[src/sv/swsp_pkg.sv]
// Shared types and constants for the swept-sphere pair prune block.
// Used by every module of the block but swsp_ram; depends on nothing.
`timescale 1ns / 1ps

package swsp_pkg;

    // Field widths of the stream beats and registers
    localparam int IDX_W       = 10;
    localparam int COORD_W     = 32;
    localparam int RAD_W       = 31;
    localparam int LANE_W      = 3;
    localparam int CNT_W       = 11;
    localparam int STEP_W      = 16;
    localparam int SKIN_W      = 31;
    localparam int THR_W       = 63;
    localparam int CFG_ADDR_W  = 2;
    localparam int CFG_DATA_W  = 63;
    localparam int IN_TDATA_W  = 248;
    localparam int OUT_TDATA_W = 8;

    localparam int DEF_MAX_BODIES = 1024;

    // Input tdata bit offsets, lowest first
    localparam int OFF_IDX_A = 0;
    localparam int OFF_IDX_B = 10;
    localparam int OFF_POS_X = 20;
    localparam int OFF_POS_Y = 52;
    localparam int OFF_POS_Z = 84;
    localparam int OFF_VEL_X = 116;
    localparam int OFF_VEL_Y = 148;
    localparam int OFF_VEL_Z = 180;
    localparam int OFF_RAD   = 212;
    localparam int OFF_BAD   = 243;
    localparam int OFF_LANE  = 244;

    // Datapath widths
    localparam int S_W    = 33;   // relative start, Q16.16
    localparam int M_W    = 34;   // relative motion, Q16.16
    localparam int MOT_W  = 50;   // motion product before rounding
    localparam int MSQ_W  = 68;   // square / dot term
    localparam int LEN_W  = 67;   // |m|^2
    localparam int DOT_W  = 68;   // dot(s,m), signed
    localparam int REM_W  = 68;   // divider remainder
    localparam int T_W    = 17;   // Q0.16 with room for 1.0
    localparam int CT_W   = 52;   // m * t product
    localparam int C_W    = 36;   // closest point
    localparam int CSQ_W  = 72;
    localparam int DIST_W = 74;
    localparam int R_W    = 33;
    localparam int R2_W   = 66;
    localparam int RSH    = 16;   // Q16 rounding shift

    localparam logic [T_W-1:0] T_ONE = T_W'(65536);

    // Sequencing
    localparam int AXES       = 3;
    localparam int AXIS_W     = 2;
    localparam int DIV_STEPS  = 16;
    localparam int STEP_CNT_W = 4;

    // Register reset values
    localparam logic [CNT_W-1:0]  RST_BODY_COUNT = '0;
    localparam logic [STEP_W-1:0] RST_STEP_TIME  = STEP_W'(1092);
    localparam logic [SKIN_W-1:0] RST_SKIN       = '0;
    localparam logic [THR_W-1:0]  RST_STILL_THR  = THR_W'(1);

    typedef enum logic [CFG_ADDR_W-1:0] {
        REG_BODY_COUNT   = 2'd0,
        REG_STEP_TIME    = 2'd1,
        REG_CONTACT_SKIN = 2'd2,
        REG_STILL_THR    = 2'd3
    } cfg_reg_t;

    // One body record as held in the table
    typedef struct packed {
        logic signed [COORD_W-1:0] pos_x;
        logic signed [COORD_W-1:0] pos_y;
        logic signed [COORD_W-1:0] pos_z;
        logic signed [COORD_W-1:0] vel_x;
        logic signed [COORD_W-1:0] vel_y;
        logic signed [COORD_W-1:0] vel_z;
        logic [RAD_W-1:0]          radius;
        logic                      radius_bad;
    } body_rec_t;

    // Controller to datapath
    typedef struct packed {
        logic              load;
        logic              capture;
        logic              rd_b;
        logic              latch_a;
        logic              diff;
        logic              motion;
        logic              lensq;
        logic              dotp;
        logic              decide;
        logic              div_step;
        logic              closest;
        logic              distsq;
        logic              radsq;
        logic              finish;
        logic [AXIS_W-1:0] axis;
    } dp_cmd_t;

    // Datapath to controller
    typedef struct packed {
        logic skip_div;
        logic out_full;
    } dp_status_t;

endpackage

[src/sv/swsp_ctrl.sv]
// Sequencer for the pair test: table reads, per-axis passes, division, result.
// Depends on swsp_pkg.
`timescale 1ns / 1ps

module swsp_ctrl (
    input  logic                  clk,
    input  logic                  rst_n,
    input  logic                  s_tvalid,
    output logic                  s_tready,
    input  logic                  s_tuser,
    output swsp_pkg::dp_cmd_t     cmd,
    input  swsp_pkg::dp_status_t  status
);
    import swsp_pkg::*;

    typedef enum logic [12:0] {
        ST_IDLE    = 13'b0000000000001,
        ST_RD_A    = 13'b0000000000010,
        ST_RD_B    = 13'b0000000000100,
        ST_DIFF    = 13'b0000000001000,
        ST_MOTION  = 13'b0000000010000,
        ST_LENSQ   = 13'b0000000100000,
        ST_DOTP    = 13'b0000001000000,
        ST_DECIDE  = 13'b0000010000000,
        ST_DIVIDE  = 13'b0000100000000,
        ST_CLOSEST = 13'b0001000000000,
        ST_DISTSQ  = 13'b0010000000000,
        ST_RADSQ   = 13'b0100000000000,
        ST_FINISH  = 13'b1000000000000
    } state_t;

    state_t                state_reg, state_next;
    logic [STEP_CNT_W-1:0] cnt_reg, cnt_next;
    logic                  last_axis, last_div, accept;

    assign s_tready  = (state_reg == ST_IDLE);
    assign accept    = s_tvalid && s_tready;
    assign last_axis = (cnt_reg == STEP_CNT_W'(AXES - 1));
    assign last_div  = (cnt_reg == STEP_CNT_W'(DIV_STEPS - 1));

    // Next state and commands
    always_comb
    begin
        state_next = state_reg;
        cnt_next   = cnt_reg;
        cmd        = '0;
        cmd.axis   = cnt_reg[AXIS_W-1:0];
        unique case (state_reg)
            ST_IDLE:
            begin
                cmd.load    = accept && !s_tuser;
                cmd.capture = accept && s_tuser;
                if (accept && s_tuser)
                begin
                    state_next = ST_RD_A;
                end
            end
            ST_RD_A:
            begin
                state_next = ST_RD_B;
            end
            ST_RD_B:
            begin
                cmd.rd_b    = 1'b1;
                cmd.latch_a = 1'b1;
                state_next  = ST_DIFF;
            end
            ST_DIFF:
            begin
                cmd.diff   = 1'b1;
                cnt_next   = '0;
                state_next = ST_MOTION;
            end
            ST_MOTION:
            begin
                cmd.motion = 1'b1;
                cnt_next   = last_axis ? '0 : cnt_reg + 1'b1;
                state_next = last_axis ? ST_LENSQ : ST_MOTION;
            end
            ST_LENSQ:
            begin
                cmd.lensq  = 1'b1;
                cnt_next   = last_axis ? '0 : cnt_reg + 1'b1;
                state_next = last_axis ? ST_DOTP : ST_LENSQ;
            end
            ST_DOTP:
            begin
                cmd.dotp   = 1'b1;
                cnt_next   = last_axis ? '0 : cnt_reg + 1'b1;
                state_next = last_axis ? ST_DECIDE : ST_DOTP;
            end
            ST_DECIDE:
            begin
                cmd.decide = 1'b1;
                cnt_next   = '0;
                state_next = status.skip_div ? ST_CLOSEST : ST_DIVIDE;
            end
            ST_DIVIDE:
            begin
                cmd.div_step = 1'b1;
                cnt_next     = last_div ? '0 : cnt_reg + 1'b1;
                state_next   = last_div ? ST_CLOSEST : ST_DIVIDE;
            end
            ST_CLOSEST:
            begin
                cmd.closest = 1'b1;
                cnt_next    = last_axis ? '0 : cnt_reg + 1'b1;
                state_next  = last_axis ? ST_DISTSQ : ST_CLOSEST;
            end
            ST_DISTSQ:
            begin
                cmd.distsq = 1'b1;
                cnt_next   = last_axis ? '0 : cnt_reg + 1'b1;
                state_next = last_axis ? ST_RADSQ : ST_DISTSQ;
            end
            ST_RADSQ:
            begin
                cmd.radsq  = 1'b1;
                state_next = ST_FINISH;
            end
            ST_FINISH:
            begin
                // hold until the output register can take the result
                if (!status.out_full)
                begin
                    cmd.finish = 1'b1;
                    state_next = ST_IDLE;
                end
            end
            default:
            begin
                state_next = ST_IDLE;
                cnt_next   = '0;
            end
        endcase
    end

    always_ff @(posedge clk or negedge rst_n)
    begin
        if (!rst_n)
        begin
            state_reg <= ST_IDLE;
            cnt_reg   <= '0;
        end
        else
        begin
            state_reg <= state_next;
            cnt_reg   <= cnt_next;
        end
    end

    // Checks
    a_finish_to_idle: assert property (@(posedge clk) disable iff (!rst_n)
        state_reg == ST_FINISH && !status.out_full |=> state_reg == ST_IDLE)
        else $error("finish did not return to idle");

    a_div_entry: assert property (@(posedge clk) disable iff (!rst_n)
        state_reg == ST_DECIDE && !status.skip_div |=>
            state_reg == ST_DIVIDE && cnt_reg == '0)
        else $error("division not entered cleanly");

    a_cnt_scope: assert property (@(posedge clk) disable iff (!rst_n)
        cnt_reg != '0 |-> state_reg == ST_MOTION || state_reg == ST_LENSQ ||
            state_reg == ST_DOTP || state_reg == ST_DIVIDE ||
            state_reg == ST_CLOSEST || state_reg == ST_DISTSQ)
        else $error("step counter running outside a looping state");

endmodule

[config.mk]
export PLATFORM = sky130hd
export DESIGN_NAME = swsp_ctrl
export DESIGN_NICKNAME = d
export VERILOG_FILES = /design/src/sv/swsp_pkg.sv /design/src/sv/swsp_ctrl.sv
export SDC_FILE = /design/constraint.sdc
export NUM_CORES = 1
export LEC_CHECK = 0
export BUFFER_PORTS_ARGS = -buffer_cell sky130_fd_sc_hd__buf_2
export CAP_MARGIN = 25
export CORE_MARGIN = 2
export CORE_UTILIZATION = 45
export CTS_CLUSTER_DIAMETER = 50
export DETAILED_ROUTE_END_ITERATION = 16
export PLACE_DENSITY_LB_ADDON = 0.08
export SYNTH_ARGS = -nofsm -noshare
export SYNTH_HDL_FRONTEND = slang
export SYNTH_SLANG_ARGS = --single-unit
[constraint.sdc]
create_clock -name clk -period 1.8 [get_ports clk]
set_clock_uncertainty 0.05 [all_clocks]
set_input_delay 0.27 -clock clk [delete_from_list [all_inputs] [get_ports clk]]
set_output_delay 0.27 -clock clk [all_outputs]
set_load 0.01 [all_outputs]
* After elaboration in Yosys (flattened, before gate mapping)
Index checks and enable logic that the tools add are counted.
** Cells by class
- Equality and inequality tests :: 17
- Add/sub/neg operators :: 1
- Reductions and logical operators :: 7
- Multiplexer cells :: 26
** Operators with widths (number)
- 13-bit case mux with 13 select lines :: 1
- 13-bit two-way mux :: 2
- 10-bit two-way mux :: 2
- 13-bit by 1-bit equality test with 1-bit output, second input constant :: 1
- 13-bit by 10-bit equality test with 1-bit output, second input constant :: 1
- 13-bit by 11-bit equality test with 1-bit output, second input constant :: 1
- 13-bit by 12-bit equality test with 1-bit output, second input constant :: 1
- 13-bit equality test, second input constant :: 1
- 13-bit by 2-bit equality test with 1-bit output, second input constant :: 1
- 13-bit by 3-bit equality test with 1-bit output, second input constant :: 1
- 13-bit by 4-bit equality test with 1-bit output, second input constant :: 1
- 13-bit by 5-bit equality test with 1-bit output, second input constant :: 1
- 13-bit by 6-bit equality test with 1-bit output, second input constant :: 1
- 13-bit by 7-bit equality test with 1-bit output, second input constant :: 1
- 13-bit by 8-bit equality test with 1-bit output, second input constant :: 1
- 13-bit by 9-bit equality test with 1-bit output, second input constant :: 1
- 12-bit two-way mux :: 1
- 4-bit case mux with 3 select lines :: 1
- 1-bit two-way mux :: 11
- 11-bit two-way mux :: 1
- 5-bit OR reduction :: 2
- 4-bit two-way mux :: 2
- 8-bit two-way mux :: 1
- 7-bit two-way mux :: 1
- 10 further kinds :: 13
** Word-level totals
- Register bits :: 17
- Output and inout bits :: 17

* Longest topological paths before layout
Gate-level depths: netlist of run 1.
- Word-level depth :: 5
- Depth in mapped cells :: 8

* Worst setup path before layout of run 1
Ideal clock, no wire load.
- Path type :: reg2reg
- Start point :: register state_reg[5]
- End point :: register cnt_reg[3]
- Path slack :: -0.088 ns
- Arrival time :: 1.758 ns
- Period minus slack after synthesis :: 1.888 ns
- Cell stages (with the launch flop) :: 9
- Data required time :: 1.670 ns
- Path through :: dfrtp_1 > buf_6 > nor4_4 > nor3b_2 > and4b_1 > buf_6 > and2_4 > nor2_2 > o211ai_2
** Between the ends
- Cells in the longest elaborated chain, start to end :: 3
- Elaborated cells on any way between the ends :: 14
** Ends and longest elaborated chain
- from (decl) :: line swsp_ctrl.sv:32 : state_t state_reg, state_next;
- from (signal assigned) :: line swsp_ctrl.sv:147 : state_reg <= state_next;
- 13-bit by 1-bit equality test with 1-bit output (tied with other cells) :: line swsp_ctrl.sv:48 : unique case (state_reg)
- 5-bit OR reduction (no line)
- 4-bit case mux with 3 select lines :: line swsp_ctrl.sv:48
- to (signal assigned) :: line swsp_ctrl.sv:148 : cnt_reg <= cnt_next;
- to (decl) :: line swsp_ctrl.sv:33 : logic [STEP_CNT_W-1:0] cnt_reg, cnt_next;
Parallel ways exist; a longest one is shown, timed or not.
A chain may end at the register's enable or synchronous reset.

==> flow_summary.ini, run 1 <==
[run_status]
status = complete, but fails checks
violations = setup timing

[die]
initial_utilization_pct = 46.8
die-area_sq_um = 2970
core_area_sq_um = 2450
die_y_um = 54.5
fp-row-count = 18
die_w_um = 54.5
num_io_pins = 23

[job]
drv_cap = 0

[routing]
vias = 1325
dr.pass1.iters = 4
drc = 0
drt.antenna.violating_nets = 0
wl_per_cell_um = 17.6
drt_iter0_markers = 16
wirelength_mm = 4.19
via_per_inst = 5.57

[final_layout]
final_common_cell = buf_4
largest_register_ffs = 13
instances_no_fill = 238
drive_above_1_share_pct = 60.1
nets = 218
layout_common_cells = 48 x buf_4, 17 x buf_6, 15 x buf_2
area_growth_pct = 75.6
utilization_pct = 82.2
antenna-diode-count = 0

[placed_design]
pre_cts_ws_ns = -0.0631
dp_cells = 207
gp_congestion = 0.878
hpwl_mm = 2.34
numPortBuffers = 22

[grt]
gr-usage-met3_pct = 6.01
grt_pass1_wl_mm = 5.91
grtUsageTotal_pct = 28.7
grt-ovfl-total = 0
grt_pass1_vias = 1258
grt.busiest_layer = met2
use_met1_pct = 32.7
grt_max_degree = 18
grt_use_met2_pct = 50.4
antenna_found_initial = 0

[min_path]
hold_path_class = in2reg

[logic_synthesis]
syn_area_sq_um = 1150
syn_avg_cell_area_sq_um = 8.77
synthDistinctLibCells = 43
synth_top_flop_cell = dfrtp_1
synth_edf_count = 0
async_reset_ff_share_pct = 100
synth_nets = 140
ys_warn_count = 0
syn-instance-count = 131
synth-seq-cells = 17
yosysSeqAreaShare_pct = 37.1

[worst_setup_path]
worstPathArrival_ns = 1.79
cp_max_fo = 3
required_ns = 1.48
worstSetupPathType = reg2out
cp-end-kind = primary output
startpoint_type = flip-flop

[timing]
finalWorstSetupSlack_ns = -0.308
rsz0062_at_grt = true
period_share_pct = 117
relSlewSlack_pct = 71.1
fin_crit_ns = 2.11
worstMarginPinSlew_ns = 0.434
finalHoldViolations = 0
fmax_ghz = 0.474
slew_viol_final = 0
whs_ns = 0.129
setup_viol = 20

[power_and_ir_drop]
ir_worst_vdd_mv = 0.714
p_leak_nw = 1.03
p_per_area_nw_per_um2 = 789

[clock_tree]
htreeDepth = 1
numCtsBuffers = 3
cts_root_buffer = clkbuf_4
clock_latency_ns = 0.31
cts_tree = yes
clk_pin_slew_ns = 0.12
clock_path_buffers = 2
cts.sinks = 17
-- report_power, final --
part / switching [W] / leakage, nW / internal [W] / total, W
sequential: 0.0000403 / 0.227 / 0.000418 / 0.000458
combinational: 0.000411 / 0.793 / 0.000493 / 0.000904
clock: 0.000143 / 0.0150 / 0.0000866 / 0.000230
-- routing by layer --
layer / wire length (um) / vias to the layer above
met4: 109 / 0
met2: 2220 / 29
met3: 85 / 14
li1: - / 618
met1: 1770 / 664
met5: 0 / -
-- critical path, stage by stage, from the launching register on --
cell and delay [ns]:
dfrtp_1 0.43, nor4_4 0.30, buf_4 0.16, nand3_4 0.09
or3_4 0.36, inv_2 0.06, buf_6 0.09
-- Yosys cell counts (3+ instances only) --
master | number | area, sq um
nand2_1 | 9 | 33.8
nand2b_1 | 4 | 25.0
nor4_1 | 3 | 18.8
dfrtp_1 | 16 | 400
nor2b_1 | 4 | 25.0
nand3_1 | 7 | 35.0
o21ai_0 | 6 | 30.0
inv_1 | 12 | 45.0
nor2_1 | 9 | 33.8
ha_1 | 3 | 37.5
buf_4 | 3 | 22.5
nor3_1 | 8 | 40.0
a21oi_1 | 4 | 20.0
nand4_1 | 3 | 18.8
-- final cells by class --
type | instances | area (sq um)
clock buffer | 4 | 26.3
fill | 136 | 438
tap | 30 | 37.5
sequential | 17 | 432
multi-input combinational | 94 | 840
inverter | 12 | 45.0
timing repair buffer | 81 | 637
-- timing repair --
action | CTS | global route
hold buffers | 1 | 0
pin swaps | 12 | 10
buffers inserted | 18 | 9
setup endpoints to repair | 21 | 25
resized for setup | 35 | 32
endpoints found under the hold margin | 16 | 0
-- per-stage QoR --
stage | area (sq um) | setup TNS (ns) | total power, W
after detailed placement | 1480 | -0.222 | 0.000983
final | 2020 | -4.23 | 0.00159
after CTS | 1820 | -3.32 | 0.00144
after global placement | 1480 | -0.272 | 0.000979
after global routing | 2020 | -6.23 | 0.00166
after floorplan | 1150 | -0.0347 | 0.000716
-- cells by family (layout without fill, tap and decap cells) --
| group | Yosys count | after routing | synth area share [%] |
|---|---|---|---|
| simple gates | 64 | 64 | 34.0 |
| fa+ha+maj | 3 | 3 | 3.27 |
| compound gates | 22 | 22 | 12.5 |
| xor+xnor | 3 | 3 | 2.29 |
| mux | 2 | 2 | 1.74 |
| flops | 17 | 17 | 37.1 |
| buf+inv | 20 | 97 | 9.04 |
-- worst paths after layout --
path | start | endpoint | slack [ns] | depth (start not counted)
max | state_reg[11]$_DFFE_PN0P_ | cmd[8] | -0.31 | 6
min | status[1] | state_reg[9]$_DFFE_PN0P_ | 0.13 | 3
max reg2reg | state_reg[11]$_DFFE_PN0P_ | cnt_reg[3]$_DFFE_PN0N_ | -0.21 | 8
min reg2reg | cnt_reg[2]$_DFFE_PN0N_ | cnt_reg[2]$_DFFE_PN0N_ | 0.55 | 2
max in group asynchronous | rst_n | state_reg[7]$_DFFE_PN0P_ | 1.00 | 2
min in group asynchronous | rst_n | state_reg[9]$_DFFE_PN0P_ | 0.36 | 2
(Power assumes the default switching activity.)
==> run 2: changes to the inputs <==
--- a/config.mk
+++ b/config.mk
@@ -5,13 +5,13 @@
 export SDC_FILE = /design/constraint.sdc
 export NUM_CORES = 1
 export LEC_CHECK = 0
-export BUFFER_PORTS_ARGS = -buffer_cell sky130_fd_sc_hd__buf_2
 export CAP_MARGIN = 25
-export CORE_MARGIN = 2
 export CORE_UTILIZATION = 45
 export CTS_CLUSTER_DIAMETER = 50
 export DETAILED_ROUTE_END_ITERATION = 16
+export DONT_BUFFER_PORTS = 1
 export PLACE_DENSITY_LB_ADDON = 0.08
+export SKIP_CTS_REPAIR_TIMING = 1
 export SYNTH_ARGS = -nofsm -noshare
 export SYNTH_HDL_FRONTEND = slang
 export SYNTH_SLANG_ARGS = --single-unit
==> run 2 against run 1 <==
The flow still finishes with violations (setup timing); count of clock-buffer cells in the layout unchanged; first-iteration DRC count increased by 25%; sequential cell count unchanged; utilization decreased by 10 points; cell count decreased by 16%; sequential power increased by 4%; die area decreased by 7.2%; setup slack improved by 0.00088 ns; critical endpoint is now cmd[15]; largest power group unchanged.
==> flow_summary.ini, run 2 (synthesized netlist as in run 1, its figures left out) <==
[grt]
grt_pass1_vias = 1054
grt_max_degree = 18
grtUsageTotal_pct = 25.9
antenna_found_initial = 0
grt-ovfl-total = 0
grt_pass1_wl_mm = 5.00

[final_layout]
nFillCells = 178
layout_common_cells = 39 x buf_4, 13 x dfrtp_1, 9 x nand2_1
seq_area_sq_um = 430
area_growth_pct = 45.4
utilization_pct = 72.0
multiInputGateArea_sq_um = 769
antenna-diode-count = 0
final_common_cell = buf_4
drive_above_1_share_pct = 49.4
nets = 182
largest_register_ffs = 13

[die]
core_area_sq_um = 2320
die_y_um = 52.5
num_io_pins = 23
die_w_um = 52.5
die-area_sq_um = 2760
initial_utilization_pct = 49.5
fp-row-count = 17

[routing]
wl_per_cell_um = 16.5
drt.antenna.violating_nets = 0
wirelength_mm = 3.29
dr.pass1.iters = 4
via_per_inst = 5.65
drc = 0
vias = 1130
drt_iter0_markers = 20

[clock_tree]
cts_tree = yes
clock_path_buffers = 2
cts.sinks = 17
clock_latency_ns = 0.30
htreeDepth = 1
numCtsBuffers = 3
cts_root_buffer = clkbuf_4
clk_pin_slew_ns = 0.11

[worst_setup_path]
path_common_cell = buf_4
worstPathArrival_ns = 1.79
cp-end-kind = primary output
worst_path_max_delay_cell = dfrtp_1
cp_max_fo = 5
worstSetupPathType = reg2out
required_ns = 1.48
slowest_delay_ns = 0.44
crit_chain = nor4_4 > buf_4 > nand4b_1 > nor3b_2 > buf_4
startpoint_type = flip-flop

[placed_design]
pre_cts_ws_ns = -0.111
hpwl_mm = 2.33
numPortBuffers = 0
gp_congestion = 0.930

[power_and_ir_drop]
p_leak_nw = 0.810
ir_worst_vdd_mv = 0.653
p_per_area_nw_per_um2 = 811

[min_path]
hold_path_class = in2reg

[run_status]
status = complete, but fails checks
violations = setup timing

[timing]
relSlewSlack_pct = 44.0
fmax_ghz = 0.475
fin_setup_tns_ns = -3.70
rsz0062_at_grt = true
whs_ns = 0.0376
finalWorstSetupSlack_ns = -0.307
slew_viol_final = 0
period_share_pct = 117
setup_viol = 20
finalHoldViolations = 0
worstMarginPinSlew_ns = 0.837
fin_crit_ns = 2.11

[job]
drv_cap = 0
[run 2: changes by cell type in the layout (fill, tap and decap cells not counted), moves of 2 or more]
cell,change
buf_2,-15
buf_6,-12
buf_4,-9
inv_1,-3
inv_4,+2
nand3_2,+2
nand3_4,-2
nor2_2,+2
nor3_2,-2
[run 2: area by class of cell]
type	instances	area share (%)
sequential	17	25.8
inverter	12	3.00
timing repair buffer	45	21.5
tap	28	2.10
multi-input combinational	94	46.1
clock buffer	4	1.57
[run 2: power by group]
group | internal [W] | total (W) | switching (W) | leakage [nW]
Sequential | 0.000418 | 0.000476 | 0.0000579 | 0.228
Combinational | 0.000341 | 0.000658 | 0.000317 | 0.567
Clock | 0.0000866 | 0.000221 | 0.000134 | 0.0150
Total | 0.000845 | 0.00135 | 0.000509 | 0.810
[run 2: final timing paths]
check / to / startpoint / depth (start not counted) / slack (ns)
min in group asynchronous: state_reg[4]$_DFFE_PN0P_ / rst_n / 1 / 0.45
min: state_reg[9]$_DFFE_PN0P_ / status[1] / 2 / 0.04
max in group asynchronous: state_reg[9]$_DFFE_PN0P_ / rst_n / 1 / 0.68
max reg2reg: cnt_reg[3]$_DFFE_PN0N_ / state_reg[7]$_DFFE_PN0P_ / 7 / -0.16
min reg2reg: cnt_reg[2]$_DFFE_PN0N_ / cnt_reg[2]$_DFFE_PN0N_ / 2 / 0.53
max: cmd[15] / state_reg[6]$_DFFE_PN0P_ / 5 / -0.31
[run 2: worst max-delay path, delay by kind of cell (launching register included)]
family | cells | cell delay [ns]
buf+inv | 2 | 0.33
flops | 1 | 0.44
simple gates | 3 | 0.72
[run 2: layer usage]
layer	global-route usage, %	wire length, um	vias up
met4	10.5	53	0
met3	2.61	176	5
met1	34.7	1400	553
met2	42.4	1660	23
met5	0	0	-
li1	-	-	549
[run 2: metrics by stage]
stage	cell area [sq um]	std cells	power, W
after floorplan	1150	131	0.000716
after global placement	1360	182	0.000905
after detailed placement	1360	182	0.000907
after CTS	1380	186	0.00113
after global routing	1670	200	0.00145
final	1670	200	0.00135
